[config.mk]
export PLATFORM = sky130hd
export DESIGN_NAME = tci_merge
export DESIGN_NICKNAME = d
export VERILOG_FILES = /design/src/hdl/tci_merge.sv
export SDC_FILE = /design/constraint.sdc
export NUM_CORES = 1
export LEC_CHECK = 0
export BUFFER_PORTS_ARGS = -buffer_cell sky130_fd_sc_hd__buf_2
export CAP_MARGIN = 10
export CORE_UTILIZATION = 44
export DETAILED_ROUTE_END_ITERATION = 12
export PLACE_DENSITY = 0.87
export SLEW_MARGIN = 20
export SYNTH_ARGS = -nofsm -noshare
export SYNTH_HDL_FRONTEND = slang
export SYNTH_SLANG_ARGS = --single-unit
[constraint.sdc]
create_clock -name clk -period 1.25 [get_ports clk]
set_clock_uncertainty 0.05 [all_clocks]
set_input_delay 0.25 -clock clk [delete_from_list [all_inputs] [get_ports clk]]
set_output_delay 0.25 -clock clk [all_outputs]
set_load 0.01 [all_outputs]
[src/hdl/tci_merge.sv]
// Merge stage: rounds lane results and aligns them into the output register.
module tci_merge #(
	parameter int S = 16,
	parameter int F = 16
) (
	input  logic                    clk,
	input  logic [3:0]              ce,
	input  logic signed [S+3*F-1:0] val_raw,
	input  logic signed [S+2*F:0]   gp_raw,
	input  logic signed [S+2*F:0]   gq_raw,
	input  logic signed [S+2*F:0]   gr_raw,
	output logic signed [S-1:0]     interp_value,
	output logic signed [S:0]       neg_grad_p,
	output logic signed [S:0]       neg_grad_q,
	output logic signed [S:0]       neg_grad_r
);
	localparam int VW = S + 3 * F;
	localparam int GW = S + 2 * F + 1;
	localparam logic [VW-1:0] VHALF = VW'(1) << (3 * F - 1);
	localparam logic [GW-1:0] GHALF = GW'(1) << (2 * F - 1);

	logic [VW-1:0] val_rnd;
	logic [GW-1:0] gp_rnd, gq_rnd, gr_rnd;
	logic signed [S:0] gp_s8, gp_s9, gp_s10, gp_s11;
	logic signed [S:0] gq_s8, gq_s9, gq_s10, gq_s11;
	logic signed [S:0] gr_s8, gr_s9, gr_s10, gr_s11;
	logic signed [S-1:0] val_s11;

	// round half up: add half, keep the integer bits
	assign val_rnd = val_raw + VHALF;
	assign gp_rnd  = gp_raw + GHALF;
	assign gq_rnd  = gq_raw + GHALF;
	assign gr_rnd  = gr_raw + GHALF;

	always_ff @(posedge clk) begin
		if (ce[0]) begin
			gp_s8 <= $signed(gp_rnd[2*F +: S+1]);
			gq_s8 <= $signed(gq_rnd[2*F +: S+1]);
			gr_s8 <= $signed(gr_rnd[2*F +: S+1]);
		end
		if (ce[1]) begin
			gp_s9 <= gp_s8;
			gq_s9 <= gq_s8;
			gr_s9 <= gr_s8;
		end
		if (ce[2]) begin
			gp_s10 <= gp_s9;
			gq_s10 <= gq_s9;
			gr_s10 <= gr_s9;
		end
		if (ce[3]) begin
			gp_s11  <= gp_s10;
			gq_s11  <= gq_s10;
			gr_s11  <= gr_s10;
			val_s11 <= $signed(val_rnd[3*F +: S]);
		end
	end

	assign interp_value = val_s11;
	assign neg_grad_p   = gp_s11;
	assign neg_grad_q   = gq_s11;
	assign neg_grad_r   = gr_s11;
endmodule

==> results.sh <==
export IMPL_finalHoldViolCount=0
export IMPL_violations="setup timing"
export IMPL_die_y_um=135
export IMPL_final_area_sq_um=10100
export IMPL_clockBufferDepth=3
export IMPL_arrival_ns=1.02
export IMPL_p_leak_uw=0.00388
export IMPL_synth_async_reset_ratio_pct=0
export IMPL_antenna_left=0
export IMPL_syn_nets=606
export IMPL_synth_seq_cells=220
export IMPL_report_final_slew_viol_count=0
export IMPL_tightest_slew_ns=0.381
export IMPL_ys_types=20
export IMPL_synth_edff_count=220
export IMPL_cts_max_level=1
export IMPL_worst_skew_pair_late_latency_ns=0.48
export IMPL_setup_tns_final_ns=-2.43
export IMPL_layout_common_cells="edfxtp_1, buf_2, buf_4"
export IMPL_diodes=0
export IMPL_die_area_sq_um=18200
export IMPL_drtPass1Iterations=4
export IMPL_yosysWarnings=0
export IMPL_critPathKind="reg -> out"
export IMPL_post_cts_buffers=0
export IMPL_die_x_um=135
export IMPL_wirelength_um=13800
export IMPL_tritoncts="built"
export IMPL_path_cells="buf_2"
export IMPL_grt_max_degree=68
export IMPL_critPathBufInv=1
export IMPL_vias_per_cell=4.81
export IMPL_path_clk_slew_ns=0.06
export IMPL_pin_count=283
export IMPL_drv_cap=0
export IMPL_dpl_instance_area_sq_um=9410
export IMPL_utilization_pct=58.5
export IMPL_vias=4140
export IMPL_period_needed_ns=1.32
export IMPL_fill_cells=1236
export IMPL_coreArea_sq_um=17300
export IMPL_multi_input_area_sq_um=1210
export IMPL_cp_max_fo=1
export IMPL_route_detailed_drc=0
export IMPL_finalSetupViolCount=67
export IMPL_fp_row_count=48
export IMPL_grt_antenna_before_repair=0
export IMPL_slowest_stage="edfxtp_1"
export IMPL_p_per_area_nw_per_um2=1580
export IMPL_max_slew_margin_pct=74.4
export IMPL_ys_seq_area_share_pct=84.8
export IMPL_startpoint_type="flip-flop"
export IMPL_grt_pass1_wl_um=21200
export IMPL_grtUsageTotal_pct=15.2
export IMPL_cts_buffers_inserted=21
export IMPL_overflow=0
export IMPL_path_delay_family="flip-flops"
export IMPL_ctsRootBufferMaster="clkbuf_16"
export IMPL_area_sequential_sq_um=6610
export IMPL_hold_path_class="in -> reg"
export IMPL_nets=843
export IMPL_grt_pass1_vias=4210
export IMPL_synth_avg_cell_area_sq_um=20.2
export IMPL_max_freq_mhz=758
export IMPL_drtIter0Drc=274
export IMPL_end_kind="output port"
export IMPL_worst_slack_ns=-0.0700
export IMPL_port_buffers=142
export IMPL_synth_ff_type="edfxtp_1"
export IMPL_outcome="finished with violations"
export IMPL_cts_sinks=220
export IMPL_rsz0062_at_grt="true"
export IMPL_dp_cells=824
export IMPL_gp_congestion=0.944
export IMPL_syn_inst=386
export IMPL_synth_area_sq_um=7790
export IMPL_route_detailed_wl_per_inst_um=16.1
export IMPL_start_util_pct=45.0
export IMPL_drive_gt1_share_pct=41.2
export IMPL_fin_crit_sh_pct=106
export IMPL_crit_path_max_incr_delay_ns=0.39
export IMPL_mostFrequentLayoutCell="edfxtp_1"
export IMPL_dp_hpwl_um=9710
export IMPL_cp_required_ns=0.95
export IMPL_max_vdd_ir_drop_mv=0.896
export IMPL_fin_cells=861
export IMPL_syn2layout_area_growth_pct=30.0
-- Yosys cell counts (2+ instances only) --
cell type  number  area share [%]
edfxtp_1      220              85
xor2_1         27             3.0
nor3_2          4            0.51
nor2_1         18            0.87
nand4_2         2            0.32
and3_1          7            0.56
and4_4          2            0.29
xnor2_1        36             4.0
nand4_1         9            0.72
ha_1            4            0.64
nand3_1        25             1.6
nand2_1        15            0.72
inv_1           5            0.24
nor3_1          2            0.13
and4_1          5            0.56
-- layer usage --
layer  routed length [um]  up-vias  global-route usage (%)
met3                  784       29                    2.10
li1                     -     1962                       -
met1                 5470     1992                    18.0
met2                 7210      157                    27.7
met4                  362        0                    6.24
met5                    0        -                       0
-- path summary, 6_finish.rpt --
| kind | from | end | slack (ns) | cells after the start |
|---|---|---|---|---|
| min | gq_raw[48] | gq_s8[16] | 0.02 | 2 |
| min reg2reg | gp_s8[8] | gp_s9[8] | 0.36 | 0 |
| max | neg_grad_r[4] | neg_grad_r[4] | -0.07 | 1 |
| max reg2reg | gp_s8[0] | gp_s9[0] | 0.52 | 0 |
-- power breakdown --
group	switching [uW]	leakage, uW	internal [uW]
combinational	529	0.00140	420
sequential	151	0.00215	8740
clock	2470	0.000328	3710
total	3150	0.00388	12900
-- area by class of cell --
class                      instances  share of cell area [%]
clock buffer                      22                    5.23
clock inverter                    14                    1.58
inverter                           5                   0.185
multi-input combinational        161                    12.0
sequential                       220                    65.3
tap                              225                    2.78
timing repair buffer             214                    13.0
-- repair_timing --
item	4_1_cts	5_1_grt
endpoints found under the setup margin	67	67
hold endpoints to repair	3	0
hold buffers	1	0
resized for setup	0	3
-- cell families (layout without fill, tap and decap cells) --
logic type / Yosys count / count (layout) / share of synthesized area [%]
flops: 220 / 220 / 84.8
simple gates: 94 / 94 / 7.18
xor+xnor: 63 / 63 / 7.09
buf+inv: 5 / 255 / 0.241
fa+ha+maj: 4 / 4 / 0.643
-- metrics by stage --
step / worst slack [ns] / hold slack (ns) / power, uW
finish: -0.0700 / 0.0223 / 16000
floorplan: -0.0111 / 0.312 / 9220
detailed placement: -0.280 / 0.355 / 9980
global route: -0.114 / 0.0245 / 16500
global placement: -0.225 / 0.353 / 9890
CTS: -0.0999 / 0.00752 / 16100
Power figures use the tool's default switching activity.
