**config.mk**
```make
export PLATFORM = sky130hd
export DESIGN_NAME = tci_lane
export DESIGN_NICKNAME = d
export VERILOG_FILES = /design/src/hdl/tci_lane.sv
export SDC_FILE = /design/constraint.sdc
export NUM_CORES = 1
export LEC_CHECK = 0
export BUFFER_PORTS_ARGS = -buffer_cell sky130_fd_sc_hd__clkbuf_2
export CELL_PAD_IN_SITES_DETAIL_PLACEMENT = 1
export CELL_PAD_IN_SITES_GLOBAL_PLACEMENT = 2
export CORE_ASPECT_RATIO = 0.6
export CORE_MARGIN = 5
export CORE_UTILIZATION = 47
export CTS_BUF_LIST = sky130_fd_sc_hd__clkbuf_4
export DETAILED_ROUTE_END_ITERATION = 10
export PLACE_DENSITY = 0.93
export SKIP_LAST_GASP = 1
export SLEW_MARGIN = 30
export SYNTH_ARGS = -nofsm -noshare
export SYNTH_HDL_FRONTEND = slang
export SYNTH_SLANG_ARGS = --single-unit
```
**constraint.sdc**
```tcl
create_clock -name clk -period 12.7 [get_ports clk]
set_input_delay 2.54 -clock clk [delete_from_list [all_inputs] [get_ports clk]]
set_output_delay 2.54 -clock clk [all_outputs]
set_load 0.02 [all_outputs]
```
**src/hdl/tci_lane.sv**
```systemverilog
// Exact linear interpolation lane: y = a*ONE + (b-a)*t, three pipeline stages.
module tci_lane #(
	parameter int W = 16,
	parameter int F = 16
) (
	input  logic                  clk,
	input  logic [2:0]            ce,
	input  logic signed [W-1:0]   a,
	input  logic signed [W-1:0]   b,
	input  logic        [F:0]     t,
	output logic signed [W+F-1:0] y
);
	localparam int DW = W + 1;
	localparam int H  = DW / 2;
	localparam int HW = DW - H;
	localparam int LW = H + F + 1;
	localparam int PW = HW + F + 2;
	localparam int SW = W + F + 2;

	logic signed [W-1:0]   a_s1;
	logic signed [W-1:0]   a_s2;
	logic signed [DW-1:0]  d_s1;
	logic        [F:0]     t_s1;
	logic        [LW-1:0]  plo_s2;
	logic signed [PW-1:0]  phi_s2;
	logic signed [W+F-1:0] y_s3;
	logic        [SW-1:0]  sum;

	// split product: low half unsigned, high half signed
	always_ff @(posedge clk) begin
		if (ce[0]) begin
			a_s1 <= a;
			d_s1 <= DW'(b) - DW'(a);
			t_s1 <= t;
		end
		if (ce[1]) begin
			a_s2   <= a_s1;
			plo_s2 <= LW'(d_s1[H-1:0]) * LW'(t_s1);
			phi_s2 <= PW'($signed(d_s1[DW-1:H])) * PW'($signed({1'b0, t_s1}));
		end
		if (ce[2]) begin
			y_s3 <= $signed(sum[W+F-1:0]);
		end
	end

	assign sum = (SW'(a_s2) <<< F) + (SW'(phi_s2) <<< H) + SW'(plo_s2);
	assign y   = y_s3;
endmodule

```
==> results of run 1 <==
[per-stage QoR]
| stage | setup WS [ns] | utilization | hold slack (ns) |
|---|---|---|---|
| 2_1_floorplan | 7.53 | - | 0.400 |
| 3_3_place_gp | 7.01 | 0.502 | 0.401 |
| 3_5_place_dp | 6.77 | 0.502 | 0.406 |
| 4_1_cts | 6.72 | 0.511 | 0.439 |
| 5_1_grt | 6.44 | 0.511 | 0.448 |
| 6_report | 6.68 | 0.511 | 0.438 |
[worst max-delay path by stage]
stage	from	endpoint	slack, ns	cells after the start
finish	t_s1[5]$_DFFE_PP_	phi_s2[22]$_DFFE_PP_	6.68	17
global route	d_s1[16]$_DFFE_PP_	phi_s2[22]$_DFFE_PP_	6.44	15
CTS	d_s1[16]$_DFFE_PP_	phi_s2[22]$_DFFE_PP_	6.72	15
detailed placement	d_s1[16]$_DFFE_PP_	phi_s2[22]$_DFFE_PP_	6.77	15
global placement	d_s1[10]$_DFFE_PP_	phi_s2[22]$_DFFE_PP_	7.01	17
floorplan	d_s1[10]$_DFFE_PP_	phi_s2[22]$_DFFE_PP_	7.53	17
[Yosys cell counts (2+ instances only)]
cell | number | area (um2)
and2_1 | 170 | 1060
nand3_1 | 9 | 45.0
a311o_1 | 2 | 20.0
or3_1 | 6 | 37.5
o211ai_1 | 5 | 37.5
nand4_1 | 7 | 43.8
inv_1 | 192 | 721
ha_1 | 153 | 1910
nor4_1 | 3 | 18.8
clkbuf_1 | 41 | 154
fa_1 | 207 | 4140
and4_1 | 3 | 26.3
nor3_1 | 10 | 50.1
a21o_1 | 27 | 203
o21ai_0 | 31 | 155
o21ai_1 | 5 | 25.0
o21bai_1 | 12 | 90.1
or4_1 | 3 | 22.5
nor2_1 | 38 | 143
nand2_1 | 126 | 473
o41a_1 | 2 | 22.5
o31ai_1 | 2 | 15.0
a211oi_1 | 10 | 75.1
edfxtp_1 | 147 | 4410
o21a_1 | 17 | 128
a31oi_1 | 4 | 25.0
nor2b_1 | 19 | 119
nand2b_1 | 9 | 56.3
xnor2_1 | 54 | 473
and3_1 | 3 | 18.8
xor2_1 | 14 | 123
a21oi_2 | 2 | 17.5
o31a_1 | 7 | 61.3
a21oi_1 | 58 | 290
a221oi_2 | 2 | 30.0
[per-layer routing]
layer | vias to the layer above | global-route usage | part of all wire
li1 | 4857 | - | -
met1 | 5527 | 0.320 | 0.47
met2 | 260 | 0.374 | 0.47
met3 | 40 | 0.0389 | 0.045
met4 | 0 | 0.0465 | 0.016
met5 | - | 0 | 0
[critical path, stage by stage (launching register included)]
cell and delay, ns:
edfxtp_1 0.85, nand2_1 0.17, fa_1 0.57, inv_1 0.05, fa_1 0.50, inv_1 0.05, fa_1 0.48, inv_1 0.06
fa_1 0.47, ha_1 0.31, ha_1 0.38, o21ai_0 0.32, o211ai_1 0.18, a41oi_1 0.46, o21ai_0 0.29, nor3_1 0.32
o21ai_0 0.16, xor2_1 0.16
[sequential cells by signal, summed over array words and instances, names as in the netlist]
name / cells
plo_s2: 25
t_s1: 17
d_s1: 17
phi_s2: 24
a_s2: 16
a_s1: 16
y: 32
[cell type report]
| type | count | area (um2) | area share |
|---|---|---|---|
| multi-input cells | 1044 | 10200 | 0.614 |
| flip-flops and latches | 147 | 4410 | 0.266 |
| inverters | 192 | 721 | 0.0434 |
| well taps | 424 | 531 | 0.0319 |
| repair buffers | 87 | 443 | 0.0267 |
| clock inverters | 15 | 173 | 0.0104 |
| clock buffers | 17 | 128 | 0.00768 |
[cell families after synthesis]
kind of cell | after synthesis
XOR/XNOR | 68
buffers and inverters | 233
adder cells (fa/ha/maj) | 360
AO/OA/AOI/OAI | 205
flip-flops | 147
AND/OR/NAND/NOR | 411
==> run metrics, run 1 <==
worst r2r path cells 17; GRT overflow 0; Hold Vio Cnt, Final 0; RSZ-0062 raised after global routing false; hold path depth 0; drt wl/cell 21.0 um; leading cell type in the layout, fill and taps excluded fa_1; post-synthesis compound-gate area fraction 0.0893; largest family of logic cells by synthesized area adder cells; Post-Synth Simple-Gate Area 0.140; FF-to-FF End phi_s2[22]$_DFFE_PP_; Finished Layout Cells 1926; multiplexer share of the synthesized area 0; Die H 151 um; P&R area growth vs syn 7.23%; R2R setup slack 6.68 ns; Num CTS Buffers 17; hpwl dp 32200 um; layout cell share with drive strength beyond 1 0.0872; dominant synthesized flop cell edfxtp_1; FILL cells 3543; drt pass-1 iters 7; setup violators final 0; #FFs+latches synth 147; total number of vias 10684; PortBufs 84; Max Cap Violations 0; Mapped Cells 1424; Final ANT Viol Nets 0; clock root buffer clkbuf_4; H-Tree Level Count 4; mapped cell area 0.0155 mm2; Worst Max-Slew Pin Slew 0.900 ns; min Tclk post-route 6.02 ns; clock sinks 147; status complete, no violations; pin count of the biggest net entering global routing 66; CP Capture Type register; clock skew 0.0261 ns; reg2reg start t_s1[5]$_DFFE_PP_; sequential share of the synthesized area 0.285; vias per inst 5.55; Post-Synth Adder-Cell Area 0.391; global-route wire length before repair 64800 um; Syn. warnings 0; starting density of the core 0.477; Tot GR Track Use 0.227; initial antenna violation count 0; Final Cycle Share 0.474; most frequent cells in the layout 207 x fa_1, 192 x inv_1, 170 x and2_1; DRT iter0 DRCs 659; Crit Path Max Fanout 17; clock latency on the worst-skew pair 0.63 ns; # rows 51; vias in the first global route 11830; setup TNS 0 ns; CP required 13.08 ns; Post-Synth XOR/XNOR Area 0.0385; worst hold start plo_s2[7]$_DFFE_PP_; die width 244 um; CTS tree done; Rel. slew slack 0.400; Max Clk Rate 0.166 GHz; Syn Area/Cell 10.9 um2; design area 0.0166 mm2; Worst Path Arrival 6.41 ns; HP Class register to register; placed cell count 1894; Core Area 0.0325 mm2; drt drc 0; ANT cells 0; Final nets 1902; Setup Buffers After CTS 0; Synth cell types 59; Slew Limit Fails 0; Placed Instance Area 0.0163 mm2; CTS Buffer Depth 2; final WL 40400 um; Top Ports 85; cts hold-fix bufs 0; CTS resizes 0; CTS clock-pin slew for the worst setup and hold paths 0.16 ns; Synthesized Nets 1837; crit path launch type register; FFs w/ async S/R, synth 0; Min-Delay Endpoint y[7]$_DFFE_PP_; GPL Wtd Cong 0.879; Worst Path Class, Setup register to register; Post-synth EDFFs 147; DIE AREA 0.0368 mm2
Power of run 1 is not shown: default switching activity piles up to over one toggle a cycle in this logic, so the estimate is an artifact.
==> run 2, diff against run 1 <==
--- a/config.mk
+++ b/config.mk
@@ -10,10 +10,10 @@
 export CELL_PAD_IN_SITES_GLOBAL_PLACEMENT = 2
 export CORE_ASPECT_RATIO = 0.6
 export CORE_MARGIN = 5
-export CORE_UTILIZATION = 47
+export CORE_UTILIZATION = 39
 export CTS_BUF_LIST = sky130_fd_sc_hd__clkbuf_4
 export DETAILED_ROUTE_END_ITERATION = 10
-export PLACE_DENSITY = 0.93
+export PLACE_DENSITY = 0.82
 export SKIP_LAST_GASP = 1
 export SLEW_MARGIN = 30
 export SYNTH_ARGS = -nofsm -noshare
==> constraint.sdc (replaced) <==
create_clock -name clk -period 4.88 [get_ports clk]
set_input_delay 0.976 -clock clk [delete_from_list [all_inputs] [get_ports clk]]
set_output_delay 0.976 -clock clk [all_outputs]
set_load 0.02 [all_outputs]
==> run metrics, run 2 (synthesis results as in run 1) <==
Rel. slew slack 0.380 (-0.0196); die width 267 um (+9.4%); Die H 164 um (+9.1%); vias per inst 5.14 (-7.3%); GPL Wtd Cong 0.867 (-1.3%); Max Clk Rate 0.199 GHz (+20%); Hold Vio Cnt, Final 0 (unchanged); clock sinks 147 (unchanged); DIE AREA 0.0439 mm2 (+19%); most frequent cells in the layout 186 x fa_1, 184 x inv_1, 162 x and2_1; crit path launch type register; Max Cap Violations 0 (unchanged); Tot GR Track Use 0.205 (-0.0212); max FFs per register 32 (unchanged); CTS Buffer Depth 2 (unchanged); Crit Path Max Fanout 6 (-11); Worst Path Arrival 5.39 ns (-1.02 ns); ANT cells 0 (unchanged); Core Area 0.0392 mm2 (+21%); leading cell type in the layout, fill and taps excluded fa_1; P&R area growth vs syn 23.4%; setup violators final 15 (+15); final hold slack 0.430 ns (-0.00734 ns); CTS tree done; global-route wire length before repair 70400 um (+8.7%); total number of vias 11342 (+6.2%); final WL 43900 um (+8.6%); Final ANT Viol Nets 0 (unchanged); Final Cycle Share 1.03 (+0.555); failing checks negative setup slack; DRT iter0 DRCs 679 (+3.0%); # rows 56 (+9.8%); Top Ports 85 (unchanged); drt drc 0 (unchanged); CTS clock-pin slew for the worst setup and hold paths 0.18 ns (+0.02 ns); initial antenna violation count 0 (unchanged); H-Tree Level Count 4 (unchanged); final core occ 0.488 (-0.0234); setup TNS -1.29 ns (-1.29 ns); Num CTS Buffers 17 (unchanged); Final nets 2083 (+9.5%); drt wl/cell 19.9 um (-5.1%); setup slack after placement -0.441 ns (-7.21 ns); vias in the first global route 12766 (+7.9%); Worst Path Class, Setup register to register; pin count of the biggest net entering global routing 66 (unchanged); GRT overflow 0 (unchanged); clock skew 0.0373 ns (+0.0112 ns); clock root buffer clkbuf_4; min Tclk post-route 5.02 ns (-1.00 ns); Worst Max-Slew Pin Slew 0.920 ns (+0.0197 ns); Slew Limit Fails 0 (unchanged); HP Class register to register; status finished with violations; RSZ-0062 raised after global routing true; setup slack after layout -0.145 ns (-6.82 ns); CP required 5.25 ns (-7.83 ns); drt pass-1 iters 5 (-2); clock latency on the worst-skew pair 0.64 ns (about the same); starting density of the core 0.395 (-0.0814); hpwl dp 34200 um (+6.1%); CP Capture Type register; PortBufs 84 (unchanged); layout cell share with drive strength beyond 1 0.261 (+0.174)
[run 2: cell count changes in the layout (fill, tap and decap cells not counted), moves of 9 or more]
| cell | change |
|---|---|
| a21oi_1 | -13 |
| a21oi_2 | +11 |
| buf_12 | +10 |
| buf_4 | +137 |
| buf_6 | +31 |
| fa_1 | -21 |
| fa_2 | +21 |
| ha_1 | -28 |
| ha_4 | +21 |
| o21ai_0 | -9 |
[run 2: cell type report]
type                       instances  area [um2]
sequential                       147        4410
multi-input combinational       1044       10900
inverter                         192         721
clock buffer                      17         128
fill                            4267       20100
timing repair buffer             268        2070
tap                              522         653
clock inverter                    15         195
[run 2: repair_timing]
| action | CTS | global route |
|---|---|---|
| setup endpoints to repair | 22 | 21 |
| gates resized for setup | 122 | 72 |
| endpoints found under the hold margin | 0 | 0 |
| setup buffers | 50 | 18 |
| pin swaps | 90 | 65 |
| cloned | 1 | 0 |
| hold buffers | 0 | 0 |
[run 2: worst max-delay path, cell delays in order (launching register included)]
cell,delay (ns)
edfxtp_1,0.58
buf_4,0.20
and2_1,0.15
fa_1,0.51
fa_2,0.45
fa_2,0.59
fa_1,0.40
ha_1,0.32
ha_2,0.20
buf_4,0.14
o21ai_1,0.16
a21oi_2,0.10
a41oi_4,0.33
buf_4,0.18
buf_6,0.10
o21bai_1,0.08
a211oi_2,0.21
nor2_1,0.07
[run 2: metrics by stage]
stage | area (um2) | cells
after detailed placement | 17500 | 2111
after global placement | 17500 | 2111
after global routing | 19100 | 2205
after CTS | 18700 | 2193
final | 19100 | 2205
after floorplan | 15500 | 1424
[run 2: path summary, 6_finish.rpt]
check               startpoint  slack (ns)  cells past startpoint                    to
max          t_s1[2]$_DFFE_PP_       -0.14                     17  phi_s2[16]$_DFFE_PP_
min reg2reg  a_s1[7]$_DFFE_PP_        0.43                      0     a_s2[7]$_DFFE_PP_
max reg2reg  t_s1[2]$_DFFE_PP_       -0.14                     17  phi_s2[16]$_DFFE_PP_
min          a_s1[7]$_DFFE_PP_        0.43                      0     a_s2[7]$_DFFE_PP_
[run 2: metal layers]
| metal | up-vias | track usage | share of wire |
|---|---|---|---|
| met5 | - | 0 | 0 |
| met4 | 0 | 0.0423 | 0.017 |
| met3 | 44 | 0.0368 | 0.038 |
| met2 | 190 | 0.331 | 0.47 |
| met1 | 5894 | 0.294 | 0.47 |
| li1 | 5214 | - | - |
Power of run 2 is left out for the same reason.
==> run 3, diff against run 2 <==
==> constraint.sdc (replaced) <==
create_clock -name clk -period 4.1 [get_ports clk]
set_input_delay 0.82 -clock clk [delete_from_list [all_inputs] [get_ports clk]]
set_output_delay 0.82 -clock clk [all_outputs]
set_load 0.02 [all_outputs]
==> run metrics, run 3 (synthesis results as in run 1) <==
Worst Path Class, Setup register to register; pin count of the biggest net entering global routing 66 (unchanged); initial antenna violation count 2 (+2); drt pass-1 iters 5 (unchanged); hpwl dp 35400 um (+3.7%); RSZ-0062 raised after global routing true; final WL 44900 um (+2.4%); end point of the critical path phi_s2[16]$_DFFE_PP_; FF-to-FF End phi_s2[16]$_DFFE_PP_; Worst Path Arrival 5.42 ns (+0.03 ns); Top Ports 85 (unchanged); status finished with violations; drt wl/cell 19.9 um (about the same); Final ANT Viol Nets 0 (unchanged); DRT iter0 DRCs 613 (-9.7%); most frequent cells in the layout 193 x fa_1, 181 x inv_1, 174 x buf_4; CP Capture Type register; Core Area 0.0392 mm2 (unchanged); clock skew 0.0302 ns (-0.00707 ns); Worst Max-Slew Pin Slew 0.903 ns (-0.0171 ns); GPL Wtd Cong 0.852 (-1.8%); Slew Limit Fails 0 (unchanged); clock sinks 147 (unchanged); HP Class input port to register; Max Clk Rate 0.199 GHz (about the same); clock root buffer clkbuf_4; reg2reg start t_s1[7]$_DFFE_PP_; crit path launch type register; CP required 4.50 ns (-0.75 ns); failing checks negative setup slack; Final Cycle Share 1.23 (+0.196); Final nets 2132 (+2.4%); drt drc 0 (unchanged); vias per inst 5.12 (-0.54%); setup TNS -21.15 ns (-19.86 ns); Num CTS Buffers 17 (unchanged); GRT overflow 0 (unchanged); cts hold-fix bufs 0 (unchanged); final core occ 0.505 (+0.0168); Crit Path Max Fanout 4 (-2); setup violators final 35 (+20); starting density of the core 0.395 (unchanged); leading cell type in the layout, fill and taps excluded fa_1; Setup crit start t_s1[7]$_DFFE_PP_; vias in the first global route 12774 (+0.063%); setup slack after layout -0.923 ns (-0.779 ns); die width 267 um (unchanged); Max Cap Violations 0 (unchanged); FILL cells 4255 (-0.28%); Tot GR Track Use 0.205 (about the same); # rows 56 (unchanged); R2R setup slack -0.92 ns (-0.78 ns); CTS clock-pin slew for the worst setup and hold paths 0.16 ns (-0.02 ns); DIE AREA 0.0439 mm2 (unchanged); H-Tree Level Count 4 (unchanged); total number of vias 11536 (+1.7%); Hold Vio Cnt, Final 0 (unchanged); min Tclk post-route 5.02 ns (-0.00129 ns); layout cell share with drive strength beyond 1 0.292 (+0.0307); Rel. slew slack 0.398 (+0.0179); CTS Buffer Depth 2 (unchanged); global-route wire length before repair 70900 um (+0.70%); max FFs per register 32 (unchanged); PortBufs 84 (unchanged); worst r2r path cells 19 (+2); clock latency on the worst-skew pair 0.64 ns (about the same); P&R area growth vs syn 27.6%; CTS tree done; Die H 164 um (unchanged)
## run 3: cell count changes in the layout (fill, tap and decap cells not counted), sizes merged
cell / delta
inv: -3
clkinv: +6
clkinvlp: -3
buf: +47
clkbuf: +1
diode: +1
bufbuf: +1
## run 3: how the worst min path moves through the flow
| stage | start | to | slack, ns | depth (start not counted) |
|---|---|---|---|---|
| floorplan | a_s1[0]$_DFFE_PP_ | a_s2[0]$_DFFE_PP_ | 0.40 | 0 |
| global placement | plo_s2[4]$_DFFE_PP_ | y[4]$_DFFE_PP_ | 0.40 | 0 |
| detailed placement | a_s1[15]$_DFFE_PP_ | a_s2[15]$_DFFE_PP_ | 0.41 | 0 |
| CTS | t[6] | t_s1[6]$_DFFE_PP_ | 0.29 | 1 |
| global route | t[6] | t_s1[6]$_DFFE_PP_ | 0.29 | 1 |
| finish | t[6] | t_s1[6]$_DFFE_PP_ | 0.34 | 1 |
## run 3: metrics by stage
stage               cell area [um2]  hold WS, ns  std cells  worst slack [ns]
detailed placement            18200        0.407       2163             -1.02
global placement              18200        0.402       2163            -0.818
finish                        19800        0.342       2255            -0.923
global route                  19800        0.294       2255             -1.04
floorplan                     16100        0.400       1424            -0.544
CTS                           19200        0.287       2225            -0.870
## run 3: layout make-up
cell class	instances	area (um2)	share of cell area
antenna	1	2.50	0.000127
clock buffer	17	128	0.00646
clock inverter	15	180	0.00911
inverter	192	721	0.0365
multi-input combinational	1044	11100	0.562
sequential	147	4410	0.223
tap	522	653	0.0330
timing repair buffer	317	2550	0.129
## run 3: routing by layer
| layer | global-route usage | part of all wire | vias to the layer above |
|---|---|---|---|
| li1 | - | - | 5305 |
| met1 | 0.301 | 0.48 | 5963 |
| met2 | 0.333 | 0.47 | 220 |
| met3 | 0.0246 | 0.035 | 48 |
| met4 | 0.0391 | 0.016 | 0 |
| met5 | 0 | 0 | - |
## run 3: worst max-delay path, stage by stage, from the launching register on
cell and delay (ns):
edfxtp_1 0.58, nand2_1 0.14, fa_1 0.50, inv_1 0.05, fa_1 0.50, inv_1 0.05, fa_1 0.51, inv_2 0.05
fa_2 0.58, ha_4 0.21, ha_4 0.18, a211oi_4 0.29, o211ai_1 0.16, buf_4 0.17, a41oi_4 0.20, buf_4 0.16
buf_6 0.09, o21bai_1 0.08, a211oi_2 0.22, nor2_1 0.06
## run 3: timing repair
| item | CTS | global route |
|---|---|---|
| hold endpoints to repair | 0 | 0 |
| cloned | 2 | 1 |
| pin swaps | 53 | 41 |
| gates resized for setup | 93 | 81 |
| setup endpoints to repair | 34 | 35 |
| buffers inserted | 30 | 30 |
Power of run 3 is left out for the same reason.
